### config.mk
export PLATFORM = sky130hd
export DESIGN_NAME = byte_vector_l2_distance
export DESIGN_NICKNAME = d
export VERILOG_FILES = /design/src/design/bvl2_pkg.sv /design/src/design/bvl2_ctrl.sv /design/src/design/bvl2_dp.sv /design/src/design/byte_vector_l2_distance.sv
export SDC_FILE = /design/constraint.sdc
export NUM_CORES = 1
export LEC_CHECK = 0
export BUFFER_PORTS_ARGS = -buffer_cell sky130_fd_sc_hd__buf_2
export CAP_MARGIN = 20
export CORE_UTILIZATION = 38
export CTS_BUF_LIST = sky130_fd_sc_hd__clkbuf_4 sky130_fd_sc_hd__clkbuf_8
export DETAILED_ROUTE_END_ITERATION = 7
export PLACE_DENSITY = 0.59
export SLEW_MARGIN = 40
export SYNTH_ARGS = -nofsm -noshare
export SYNTH_HDL_FRONTEND = slang
export SYNTH_SLANG_ARGS = --single-unit
### constraint.sdc
create_clock -name clk -period 11.36 [get_ports clk]
set_input_delay 0.568 -clock clk [delete_from_list [all_inputs] [get_ports clk]]
set_output_delay 0.568 -clock clk [all_outputs]
set_load 0.01 [all_outputs]
### src/design/bvl2_pkg.sv
// ----------------------------------------------------------------------------
// bvl2_pkg
// Shared types and constants for the byte vector L2 distance block.
// ----------------------------------------------------------------------------
package bvl2_pkg;

  localparam int unsigned SumW    = 24;
  localparam int unsigned DistW   = 20;
  localparam int unsigned RadW    = 40;   // root operand: sum << 16
  localparam int unsigned RootSteps = 20;
  localparam int unsigned IterW   = 5;
  localparam logic [IterW-1:0] IterLast = IterW'(RootSteps - 1);

  typedef enum logic [1:0] {
    RT_IDLE,
    RT_RUN,
    RT_WAIT
  } root_state_t;

  // controller to datapath
  typedef struct packed {
    logic acc_en;      // accept a byte pair into the accumulator
    logic acc_last;    // accepted pair closes the digest
    logic root_step;   // one iteration of the square root
    logic load_out;    // move root result to the output register
  } dp_cmd_t;

endpackage

### src/design/bvl2_ctrl.sv
// ----------------------------------------------------------------------------
// bvl2_ctrl
// Controller: input handshake, root iteration sequencing, output valid.
// ----------------------------------------------------------------------------
module bvl2_ctrl (
  input  logic            clk,
  input  logic            rst,
  input  logic            in_valid,
  input  logic            in_last,
  output logic            in_ready,
  output logic            out_valid,
  input  logic            out_ready,
  output bvl2_pkg::dp_cmd_t cmd
);
  import bvl2_pkg::*;

  root_state_t      state, state_next;
  logic [IterW-1:0] iter, iter_next;
  logic             out_free;
  logic             in_fire;

  assign out_free = !out_valid || out_ready;
  // a closing pair needs the root unit free; other pairs always enter
  assign in_ready = (state == RT_IDLE) || !in_last;
  assign in_fire  = in_valid && in_ready;

  always_comb begin
    state_next = state;
    iter_next  = iter;
    case (state)
      RT_IDLE: begin
        iter_next = '0;
        if (in_fire && in_last) begin
          state_next = RT_RUN;
        end
      end
      RT_RUN: begin
        iter_next = iter + 1'b1;
        if (iter == IterLast) begin
          state_next = RT_WAIT;
        end
      end
      RT_WAIT: begin
        if (out_free) begin
          state_next = RT_IDLE;
        end
      end
      default: state_next = RT_IDLE;
    endcase
  end

  always_comb begin
    cmd.acc_en    = in_fire;
    cmd.acc_last  = in_last;
    cmd.root_step = 1'b0;
    cmd.load_out  = 1'b0;
    case (state)
      RT_RUN:  cmd.root_step = 1'b1;
      RT_WAIT: cmd.load_out  = out_free;
      default: ;
    endcase
  end

  always_ff @(posedge clk) begin
    if (rst) begin
      state     <= RT_IDLE;
      iter      <= '0;
      out_valid <= 1'b0;
    end else begin
      state <= state_next;
      iter  <= iter_next;
      if (cmd.load_out) begin
        out_valid <= 1'b1;
      end else if (out_ready) begin
        out_valid <= 1'b0;
      end
    end
  end

endmodule

### src/design/bvl2_dp.sv
// ----------------------------------------------------------------------------
// bvl2_dp
// Datapath: saturating sum of squared differences, bit-serial square root,
// output register.
// ----------------------------------------------------------------------------
module bvl2_dp (
  input  logic                      clk,
  input  logic                      rst,
  input  bvl2_pkg::dp_cmd_t         cmd,
  input  logic [7:0]                byte_a,
  input  logic [7:0]                byte_b,
  output logic [bvl2_pkg::DistW-1:0] distance_q8,
  output logic [bvl2_pkg::SumW-1:0]  sum_squares,
  output logic                      overflow
);
  import bvl2_pkg::*;

  localparam logic [SumW-1:0] SumMax  = '1;
  localparam logic [RadW-1:0] BitInit = RadW'(1) << (RadW - 2);

  logic [SumW-1:0] square_sum;
  logic            saturated_flag;
  logic [7:0]      diff;
  logic [15:0]     diff_sq;
  logic [SumW:0]   total;
  logic            sat;
  logic [SumW-1:0] sum_clip;

  logic [RadW-1:0] rem, res, rbit;
  logic [SumW-1:0] root_sum;
  logic            root_flag;
  logic [RadW:0]   trial;
  logic            take;

  assign diff     = (byte_a >= byte_b) ? (byte_a - byte_b) : (byte_b - byte_a);
  assign diff_sq  = {8'b0, diff} * {8'b0, diff};
  assign total    = {1'b0, square_sum} + {{(SumW + 1 - 16){1'b0}}, diff_sq};
  assign sat      = total[SumW];
  assign sum_clip = sat ? SumMax : total[SumW-1:0];

  assign trial = {1'b0, res} + {1'b0, rbit};
  assign take  = {1'b0, rem} >= trial;

  always_ff @(posedge clk) begin
    if (rst) begin
      square_sum     <= '0;
      saturated_flag <= 1'b0;
    end else if (cmd.acc_en) begin
      if (cmd.acc_last) begin
        square_sum     <= '0;
        saturated_flag <= 1'b0;
      end else begin
        square_sum     <= sum_clip;
        saturated_flag <= saturated_flag | sat;
      end
    end
  end

  // root unit: load on a closing pair, then iterate
  always_ff @(posedge clk) begin
    if (cmd.acc_en && cmd.acc_last) begin
      rem       <= {sum_clip, 16'b0};
      res       <= '0;
      rbit      <= BitInit;
      root_sum  <= sum_clip;
      root_flag <= saturated_flag | sat;
    end else if (cmd.root_step) begin
      if (take) begin
        rem <= rem - trial[RadW-1:0];
        res <= (res >> 1) + rbit;
      end else begin
        res <= res >> 1;
      end
      rbit <= rbit >> 2;
    end
  end

  always_ff @(posedge clk) begin
    if (cmd.load_out) begin
      distance_q8 <= res[DistW-1:0];
      sum_squares <= root_sum;
      overflow    <= root_flag;
    end
  end

endmodule

### src/design/byte_vector_l2_distance.sv
// ----------------------------------------------------------------------------
// byte_vector_l2_distance
// Euclidean distance between two byte digests streamed one pair at a time.
// ----------------------------------------------------------------------------
// Throughput: one byte pair per cycle; a closing pair waits while the root
//   unit is busy with its iterations and the output load for the last digest.
// Result: after the closing pair is accepted, the bit-serial square root
//   iterates in RT_RUN, then RT_WAIT loads the output once it is free.
// Reset: rst (synchronous) clears the running sum, flag, controller, out_valid.
module byte_vector_l2_distance (
  input  logic                       clk,
  input  logic                       rst,
  input  logic                       in_valid,
  output logic                       in_ready,
  input  logic [7:0]                 byte_a,
  input  logic [7:0]                 byte_b,
  input  logic                       last,
  output logic                       out_valid,
  input  logic                       out_ready,
  output logic [bvl2_pkg::DistW-1:0] distance_q8,
  output logic [bvl2_pkg::SumW-1:0]  sum_squares,
  output logic                       overflow
);
  import bvl2_pkg::*;

  dp_cmd_t cmd;

  bvl2_ctrl u_ctrl (
    .clk       (clk),
    .rst       (rst),
    .in_valid  (in_valid),
    .in_last   (last),
    .in_ready  (in_ready),
    .out_valid (out_valid),
    .out_ready (out_ready),
    .cmd       (cmd)
  );

  bvl2_dp u_dp (
    .clk         (clk),
    .rst         (rst),
    .cmd         (cmd),
    .byte_a      (byte_a),
    .byte_b      (byte_b),
    .distance_q8 (distance_q8),
    .sum_squares (sum_squares),
    .overflow    (overflow)
  );

endmodule
==> impl_metrics.toml, run 1 <==
[synthesis]
async_flop_share_pct = 0
synth_edf_count = 94
ys_ff_latch = 203
ys_warn_count = 0
netlist_area_sq_mm = 0.01474
syn_inst = 1635
synth_cell_types = 81
synthesis.nets = 1838
postSynthAreaPerCell_sq_um = 9.015
synth_ff_type = "dfxtp_1"
yosysSeqAreaShare_pct = 33.96

[worst_setup_path]
worstPathMaxFanout = 9
timing.critical_path.mode_cell = "inv_1"
start_kind = "primary input"
arrival_ps = 8340
critical_path_depth = 31
reg2reg_depth = 21
critPathRequiredTime_ps = 11650
critPathMaxStageDelay_ps = 600
crit_type = "primary input to flop"
crit_slowest_cell = "a2111oi_0"
crit_family = "compound AO/OA/AOI/OAI gates"
crit_path_end_kind = "flop"
cp_num_buf_inv = 6

[sta]
rsz0062_at_grt = "no"
whs_ps = 378.7
finalSetupViolCount = 0
fmax_mhz = 124.4
period_needed_ps = 8042
timing.setup.tns_ps = 0
worst_slack_ps = 3318
final.period_utilization_pct = 70.79
hold_violations = 0
finClkSkew_ps = 23.86
max-slew-margin-rel_pct = 45.55
tightest_slew_ps = 816.7
slew_viol_final = 0

[pwr]
max-vdd-ir-drop_v = 0.0003208
p_leak_uw = 0.006911
powerDensity_mw_per_mm2 = 326.7

[grt]
first_global_vias = 11610
grt_max_degree = 82
antenna_found_initial = 0
grt_pass1_wl_um = 60160
overflow = 0
grt_util_all_layers_pct = 19.06

[route]
vias = 12060
ant_nets = 0
avgViaCountPerCell = 5.406
drc_errors = 0
finalWirelength_um = 36340
post_drt_wl_per_cell_um = 16.29
first_pass_iters = 5
drt_iter0_markers = 604

[placed_design]
dp.cells = 2158
gp_routability_congestion = 0.8747
hpwl_um = 26720
dp_slack_ps = 2769
port_buffers = 67

[die]
die_w_um = 198.9
die_area_sq_mm = 0.03958
die_y_um = 198.9
start_util_pct = 38.86
std_cell_rows = 71
ios = 68
core_region_area_sq_mm = 0.03793

[clock_tree]
hold_buffers = 0
cts_root_buf = "clkbuf_8"
htreeDepth = 2
path_clk_slew_ps = 60
cts_buffer_depth = 3
cts_tree = "built"
clock-sinks = 203
cts_setup_buffers = 0
ctsResizeCount = 0
clk_latency_ps = 560
cts_buffers = 39

[worst_hold_path]
min_path_cells = 2
hold_class = "primary input to flop"

[layout]
layout-drive-gt1-share_pct = 10.94
final_common_cell = "ha_1"
layout.nets = 1891
n_fill_cell = 3808
area.growth.synth_to_final_pct = 10.97
fin_cells = 2231
final_cell_mix = "ha_1 (142), nand2_1 (140), inv_1 (133)"

[run_status]
status = "finished, final reports clean"

[flow_run]
maxCapViolCount = 0
[cells by family after synthesis]
family / Yosys count / share of synthesized area [%]
muxes: 15 / 1.027
buffers and inverters: 198 / 5.263
adders and majority gates: 182 / 17.49
DFF: 203 / 33.96
and+or+nand+nor: 446 / 14.43
xor gates and xnor gates: 129 / 7.818
AOI/OAI and AO/OA: 462 / 20.02
[final timing paths]
path / start / to / slack [ps]
min reg2reg: u_dp.root_sum[4]$_DFFE_PP_ / u_dp.sum_squares[4]$_DFFE_PP_ / 410
max: byte_a[0] / u_dp.rem[39]$_DFFE_PP_ / 3320
min: rst / u_ctrl.state[0]$_SDFFE_PP0P_ / 380
max reg2reg: u_dp.res[2]$_SDFFE_PP0P_ / u_dp.rem[37]$_DFFE_PP_ / 4600
[worst register-to-register path, stage by stage (launching register included)]
cell and delay [ps]:
dfxtp_1 360, ha_1 370, a31oi_1 180, o21ai_1 360, a21o_1 220, nand2_1 140, o21ba_2 260, o41ai_2 370
a31oi_1 180, o21bai_1 400, a21oi_1 140, xor2_1 170, ha_1 470, nand4_1 120, nor3_1 340, nand4_1 200
nand4_1 150, a211oi_1 70, nor2_2 490, nand3_4 680, nor2_2 720, a22o_1 220
[per-layer routing]
metal | global-route usage [%] | up-vias | routed length, um
li1 | - | 5964 | -
met1 | 25.89 | 5788 | 17150
met2 | 31.53 | 266 | 16990
met3 | 3.035 | 43 | 1635
met4 | 4.501 | 0 | 562
met5 | 0 | - | 0
[state kept, by name, summed over array words and instances (netlist names), 2 cells and up]
signal	flops
u_dp.rem	40
u_dp.res	40
u_dp.root_sum	24
u_dp.square_sum	24
u_dp.sum_squares	24
u_dp.distance_q8	20
u_dp.rbit	20
u_ctrl.iter	5
u_ctrl.state	2
[cells in the mapped netlist, drive strengths merged (14+ instances only)]
cell type / count / area share, %
nor3: 30 / 1.0
inv: 133 / 3.4
dfxtp: 109 / 15
clkbuf: 52 / 1.3
ha: 142 / 12
mux2i: 14 / 0.95
nor2b: 14 / 0.59
nand2: 142 / 3.6
o21a: 21 / 1.1
nor2: 116 / 3.1
a211oi: 24 / 1.3
xnor2: 66 / 4.0
nand4: 29 / 1.2
a21o: 32 / 1.6
o22ai: 17 / 0.72
a21oi: 120 / 4.1
nand3: 39 / 1.4
edfxtp: 94 / 19
xor2: 63 / 3.8
fa: 40 / 5.4
o21ai: 122 / 4.1
a31oi: 38 / 1.7
and3: 15 / 0.64
nand2b: 17 / 0.72
[where the power goes]
part	total, uW	internal [uW]	switching [uW]
combinational	3420	1360	2060
clock	756	426	330
sequential	1170	1030	137
[stage by stage]
step	power, uW	cell area (sq um)	util (%)
after floorplan	3783	14740	-
after global placement	4511	15530	40.94
after CTS	5372	16350	43.11
final	5344	16360	43.12
after global routing	5880	16350	43.11
after detailed placement	4572	15550	40.99
[area by class of cell]
| type | count | area (sq um) | share of cell area [%] |
|---|---|---|---|
| Multi-Input combinational cell | 1234 | 8997 | 55.01 |
| Sequential cell | 203 | 5005 | 30.60 |
| Clock buffer | 53 | 660.6 | 4.039 |
| Tap cell | 511 | 639.4 | 3.909 |
| Inverter | 134 | 503.0 | 3.075 |
| Timing Repair Buffer | 76 | 402.9 | 2.463 |
| Clock inverter | 19 | 145.1 | 0.8874 |
| Antenna cell | 1 | 2.502 | 0.01530 |
No activity file was read; power rests on OpenSTA's default activity.
==> run 2, diff against run 1 <==
ABC_AREA = 1   (was unset)
PLACE_DENSITY = 0.6   (was 0.59)
clock period = 7 ns   (was 11.36 ns; I/O delays follow)
==> run 2 against run 1 <==
First-iteration DRC count rose by 110%. Setup slack got worse by 2700 ps. Sequential power rose by 67%. Combinational power rose by 80%. Power rose by 75%. Sequential cell count did not move. Critical endpoint unchanged. Largest cell class unchanged. Largest power group unchanged.
==> impl_metrics.toml, run 2 <==
[run_status]
status = "finished, final reports clean"

[pwr]
switching_power_uw = 4815
p_int_uw = 4534
p_leak_uw = 0.008961
max-vdd-ir-drop_v = 0.0004479
switching_share_pct = 51.51
power.share.clock_pct = 13.2
power_frac_comb_pct = 65.9
powerDensity_mw_per_mm2 = 480.5
seq_power_share_pct = 20.9

[route]
drt_iter0_markers = 1297
avgViaCountPerCell = 5.260
first_pass_iters = 5
ant_nets = 0
vias = 17260
post_drt_wl_per_cell_um = 17.80
drc_errors = 0
finalWirelength_um = 58410

[worst_setup_path]
crit_path_end_kind = "flop"
critPathMaxStageDelay_ps = 520
crit_type = "primary input to flop"
reg2reg_depth = 23
crit_slowest_cell = "fa_1"
arrival_ps = 6820
cp_num_buf_inv = 11
rrSetupSlack_ps = 1680
timing.critical_path.mode_cell = "inv_1"
worstPathMaxFanout = 20
critPathRequiredTime_ps = 7410
crit_family = "adder cells"
start_kind = "primary input"
critical_path_depth = 34

[clock_tree]
cts_tree = "built"
cts_buffers = 38
htreeDepth = 2
clk_latency_ps = 610
ctsResizeCount = 0
cts_setup_buffers = 0
hold_buffers = 0
path_clk_slew_ps = 50
cts_root_buf = "clkbuf_8"
clock-sinks = 203
cts_buffer_depth = 3

[synthesis]
synthSimpleGateAreaFrac_pct = 28.89
postSynthAreaPerCell_sq_um = 6.847
yosys.area.top_type = "edfxtp_1"
async_flop_share_pct = 0
syn_inst = 2593
synthTopCellsByArea = "edfxtp_1 (16%), nand2_1 (15%), dfxtp_1 (12%)"
synth_edf_count = 94
netlist_top_cells_count = "nand2_1 (688), inv_1 (392), nor2_1 (238)"
ys_warn_count = 0
netlist_area_sq_mm = 0.01775
synthesis.nets = 2796
synth.most_common_cell = "nand2_1"
yosysSeqAreaShare_pct = 28.19
synth_compound_gate_area_share_pct = 12.25
ys_ff_latch = 203
synth_top_family_by_area = "simple AND/OR/NAND/NOR gates"
synth_adder_area_share_pct = 14.52
synth_xor_area_share_pct = 5.722
synth_ff_type = "dfxtp_1"
synth_top_area_share_pct = 15.90
synth_cell_types = 50
synth_mux_area_share_pct = 0.1128

[placed_design]
hpwl_um = 46520
dp_slack_ps = 64.27
dp.cells = 3210
gp_routability_congestion = 0.9774
port_buffers = 67

[layout]
final_common_cell = "nand2_1"
layout.nets = 2853
fin_cells = 3281
final_core_util_pct = 42.50
layout-drive-gt1-share_pct = 7.164
area.growth.synth_to_final_pct = 9.577
reg.largest.list = "u_dp.rem (40), u_dp.res (40)"
final_cell_mix = "nand2_1 (685), inv_1 (390), nor2_1 (238)"

[die]
die_y_um = 218.2
std_cell_rows = 78
die_w_um = 218.2
ios = 68
core_region_area_sq_mm = 0.04577
start_util_pct = 38.79
die_area_sq_mm = 0.04759

[worst_hold_path]
min_path_cells = 4
hold_class = "primary input to flop"

[sta]
worst_slack_ps = 589.7
fmax_mhz = 156.0
timing.setup.tns_ps = 0
final.period_utilization_pct = 91.58
finClkSkew_ps = 48.12
period_needed_ps = 6410
max-slew-margin-rel_pct = 46.53
rsz0062_at_grt = "no"
slew_viol_final = 0
finalSetupViolCount = 0
tightest_slew_ps = 800.8
hold_violations = 0

[grt]
first_global_vias = 16770
grt_pass1_wl_um = 90760
antenna_found_initial = 0
grt_max_degree = 66
overflow = 0
grt_util_all_layers_pct = 24.52

[flow_run]
maxCapViolCount = 0
==> run 2: cell types whose count changed after synthesis, sizes merged, moves of 19 or more <==
cell / delta
nor2: +130
xnor2: -19
o21ai: +44
nand2: +549
nand3: +171
a21o: -20
a211oi: -21
a31oi: -26
inv: +264
a21oi: +47
==> run 2: cell type report <==
type | instances | area [sq um]
Antenna cell | 1 | 2.502
Clock buffer | 50 | 619.3
Clock inverter | 20 | 177.7
Fill cell | 4757 | 26320
Inverter | 398 | 1495
Multi-Input combinational cell | 1925 | 10930
Sequential cell | 203 | 5005
Tap cell | 600 | 750.7
Timing Repair Buffer | 84 | 475.5
==> run 2: cell families (layout without fill, tap and decap cells) <==
group                      after synthesis  in the layout
other                                    0              1
buffers and inverters                  465            552
xor gates and xnor gates               116            116
muxes                                    2              2
AOI/OAI and AO/OA                      399            399
and+or+nand+nor                       1226           1226
DFF                                    203            203
adders and majority gates              182            182
==> run 2: path summary, 6_finish.rpt <==
kind,end,from
worst min-delay path,u_ctrl.state[1]$_SDFFE_PP0P_,out_ready
worst min register to register,u_dp.sum_squares[17]$_DFFE_PP_,u_dp.root_sum[17]$_DFFE_PP_
worst max register to register,u_dp.rem[38]$_DFFE_PP_,u_dp.res[18]$_SDFFE_PP0P_
worst max-delay path,u_dp.rem[39]$_DFFE_PP_,byte_a[0]
==> run 2: power by group through the flow <==
stage,clock (uW),sequential [uW],combinational (uW)
CTS,1270,1950,6150
floorplan,0,1810,4720
global placement,0,1970,6050
detailed placement,0,1970,6120
global route,1310,1970,6990
finish,1230,1950,6160
==> run 2: metrics by stage <==
stage          total power [uW]  hold WS (ps)  instance area [sq um]
5_1_grt                   10270         100.3                  19450
3_5_place_dp               8091         405.9                  18660
3_3_place_gp               8018         403.1                  18650
2_1_floorplan              6528         400.3                  17750
6_report                   9349         102.8                  19450
4_1_cts                    9364         86.23                  19450
==> run 2: routing by layer <==
| layer | share of wire [%] | track usage (%) | vias to the layer above |
|---|---|---|---|
| met4 | 3.4 | 8.998 | 0 |
| met3 | 5.0 | 3.173 | 105 |
| met5 | 0 | 0 | - |
| met2 | 49 | 42.93 | 499 |
| met1 | 43 | 30.57 | 8131 |
| li1 | - | - | 8522 |
==> run 2: worst min-delay path, stage by stage <==
cell	delay, ps
buf_2	80
nor2_1	60
nand2_1	70
a21oi_1	60
==> run 3, diff against run 2 <==
CORE_ASPECT_RATIO = 2   (was unset)
==> run 3 against run 2 <==
Sequential cell count unchanged. Sequential share of layout area up 0.14 points. Routed wire length up 14%. First-iteration DRC count down 30%. Utilization down 0.42 points. Clock power down 15%. Critical path type unchanged. Largest power group unchanged. Highest routed layer unchanged.
==> impl_metrics.toml, run 3 (synthesis gave the netlist of run 2 again) <==
[route]
drc_errors = 0
post_drt_wl_per_cell_um = 20.29
finalWirelength_um = 66810
avgViaCountPerCell = 5.278
ant_nets = 0
vias = 17380
drt_iter0_markers = 914
first_pass_iters = 6

[sta]
tightest_slew_ps = 871.1
period_needed_ps = 6375
worst_slack_ps = 625.3
hold_violations = 0
final.period_utilization_pct = 91.07
max-slew-margin-rel_pct = 41.31
slew_viol_final = 0
finClkSkew_ps = 24.94
fmax_mhz = 156.9
finalSetupViolCount = 0
whs_ps = 241.0
rsz0062_at_grt = "no"

[run_status]
status = "finished, final reports clean"

[worst_setup_path]
start_kind = "primary input"
critPathMaxStageDelay_ps = 530
crit_slowest_cell = "fa_1"
arrival_ps = 6840
timing.critical_path.mode_cell = "inv_1"
worstPathMaxFanout = 20
crit_type = "primary input to flop"
critPathRequiredTime_ps = 7460
crit_path_end_kind = "flop"

[placed_design]
port_buffers = 67
dp.cells = 3235
dp_slack_ps = -62.18
gp_routability_congestion = 1.023
hpwl_um = 54800
dpl_cell_area_sq_mm = 0.01871

[layout]
n_fill_cell = 4883
final_cell_mix = "nand2_1 (685), inv_1 (390), nor2_1 (238)"
layout.nets = 2850
fin_cells = 3293
final_core_util_pct = 42.09
final_common_cell = "nand2_1"
layout-drive-gt1-share_pct = 6.814
postLayoutCellArea_sq_mm = 0.01935
reg.largest.list = "u_dp.rem (40), u_dp.res (40)"
area.growth.synth_to_final_pct = 8.971

[grt]
grtUsageMet2_pct = 59.21
grt_util_all_layers_pct = 28.42
met1_usage_pct = 22.86
grt_max_degree = 66
antenna_found_initial = 1
first_global_vias = 18060
overflow = 0
met3_usage_pct = 2.280
grt_pass1_wl_um = 100200
busiest_layer = "met2"

[worst_hold_path]
hold_class = "primary input to flop"

[die]
die_w_um = 154.8
die_y_um = 307.7
start_util_pct = 38.62
ios = 68
die_area_sq_mm = 0.04764
std_cell_rows = 111
core_region_area_sq_mm = 0.04597

[clock_tree]
ctsResizeCount = 0
cts_root_buf = "clkbuf_8"
htreeDepth = 1
cts_buffer_depth = 3
clk_latency_ps = 640
cts_buffers = 30
path_clk_slew_ps = 70
clock-sinks = 203
cts_tree = "built"

[pwr]
p_leak_uw = 0.008871
power.share.clock_pct = 11.0
switching_share_pct = 53.31
p_int_uw = 4416
max-vdd-ir-drop_v = 0.0007678
switching_power_uw = 5042
power_frac_comb_pct = 68.6
powerDensity_mw_per_mm2 = 488.9
seq_power_share_pct = 20.4

[flow_run]
maxCapViolCount = 0
-- run 3: metal layers --
layer	up-vias	share of wire, %
li1	8492	-
met1	8127	30
met2	524	58
met3	236	3.0
met4	0	9.5
met5	-	0
-- run 3: through the flow --
step | power (uW) | setup TNS (ps)
after floorplan | 6528 | 0
after global placement | 8244 | 0
after detailed placement | 8336 | -239.3
after CTS | 9413 | 0
after global routing | 10260 | 0
final | 9458 | 0
-- run 3: cell type report --
cell class | count | area, sq um | area share (%)
Inverter | 398 | 1498 | 7.741
Tap cell | 621 | 777.0 | 4.016
Clock inverter | 22 | 171.4 | 0.8860
Multi-Input combinational cell | 1925 | 10930 | 56.49
Antenna cell | 1 | 2.502 | 0.01293
Sequential cell | 203 | 5005 | 25.87
Timing Repair Buffer | 89 | 515.5 | 2.664
Clock buffer | 34 | 449.2 | 2.322
-- run 3: power groups by stage --
stage,combinational (uW),clock (uW),sequential (uW)
after CTS,6420,1070,1920
after global routing,7200,1110,1950
after global placement,6300,0,1950
after floorplan,4720,0,1810
final,6490,1040,1930
after detailed placement,6390,0,1950
-- run 3: path summary, 6_finish.rpt --
check                              from                       endpoint  slack [ps]  depth (start not counted)
min                                last     u_dp.rbit[38]$_SDFFE_PP1P_         240                          4
min reg2reg  u_dp.root_sum[1]$_DFFE_PP_  u_dp.sum_squares[1]$_DFFE_PP_         420                          0
max reg2reg   u_dp.rbit[0]$_SDFFE_PP0P_         u_dp.rem[17]$_DFFE_PP_        1600                         22
max                           byte_a[3]         u_dp.rem[30]$_DFFE_PP_         630                         32
-- run 3: repair_timing --
item | in CTS | in global routing
setup buffers | 0 | 0
endpoints found under the hold margin | 1 | 0
hold buffers | 1 | 0
-- run 3: worst max-delay path: cells and delay by family --
kind                     cells  cell delay [ps]
AO/OA/AOI/OAI                4              790
AND/OR/NAND/NOR             12             1850
adder cells (fa/ha/maj)      6             2720
buffers and inverters       10             1110
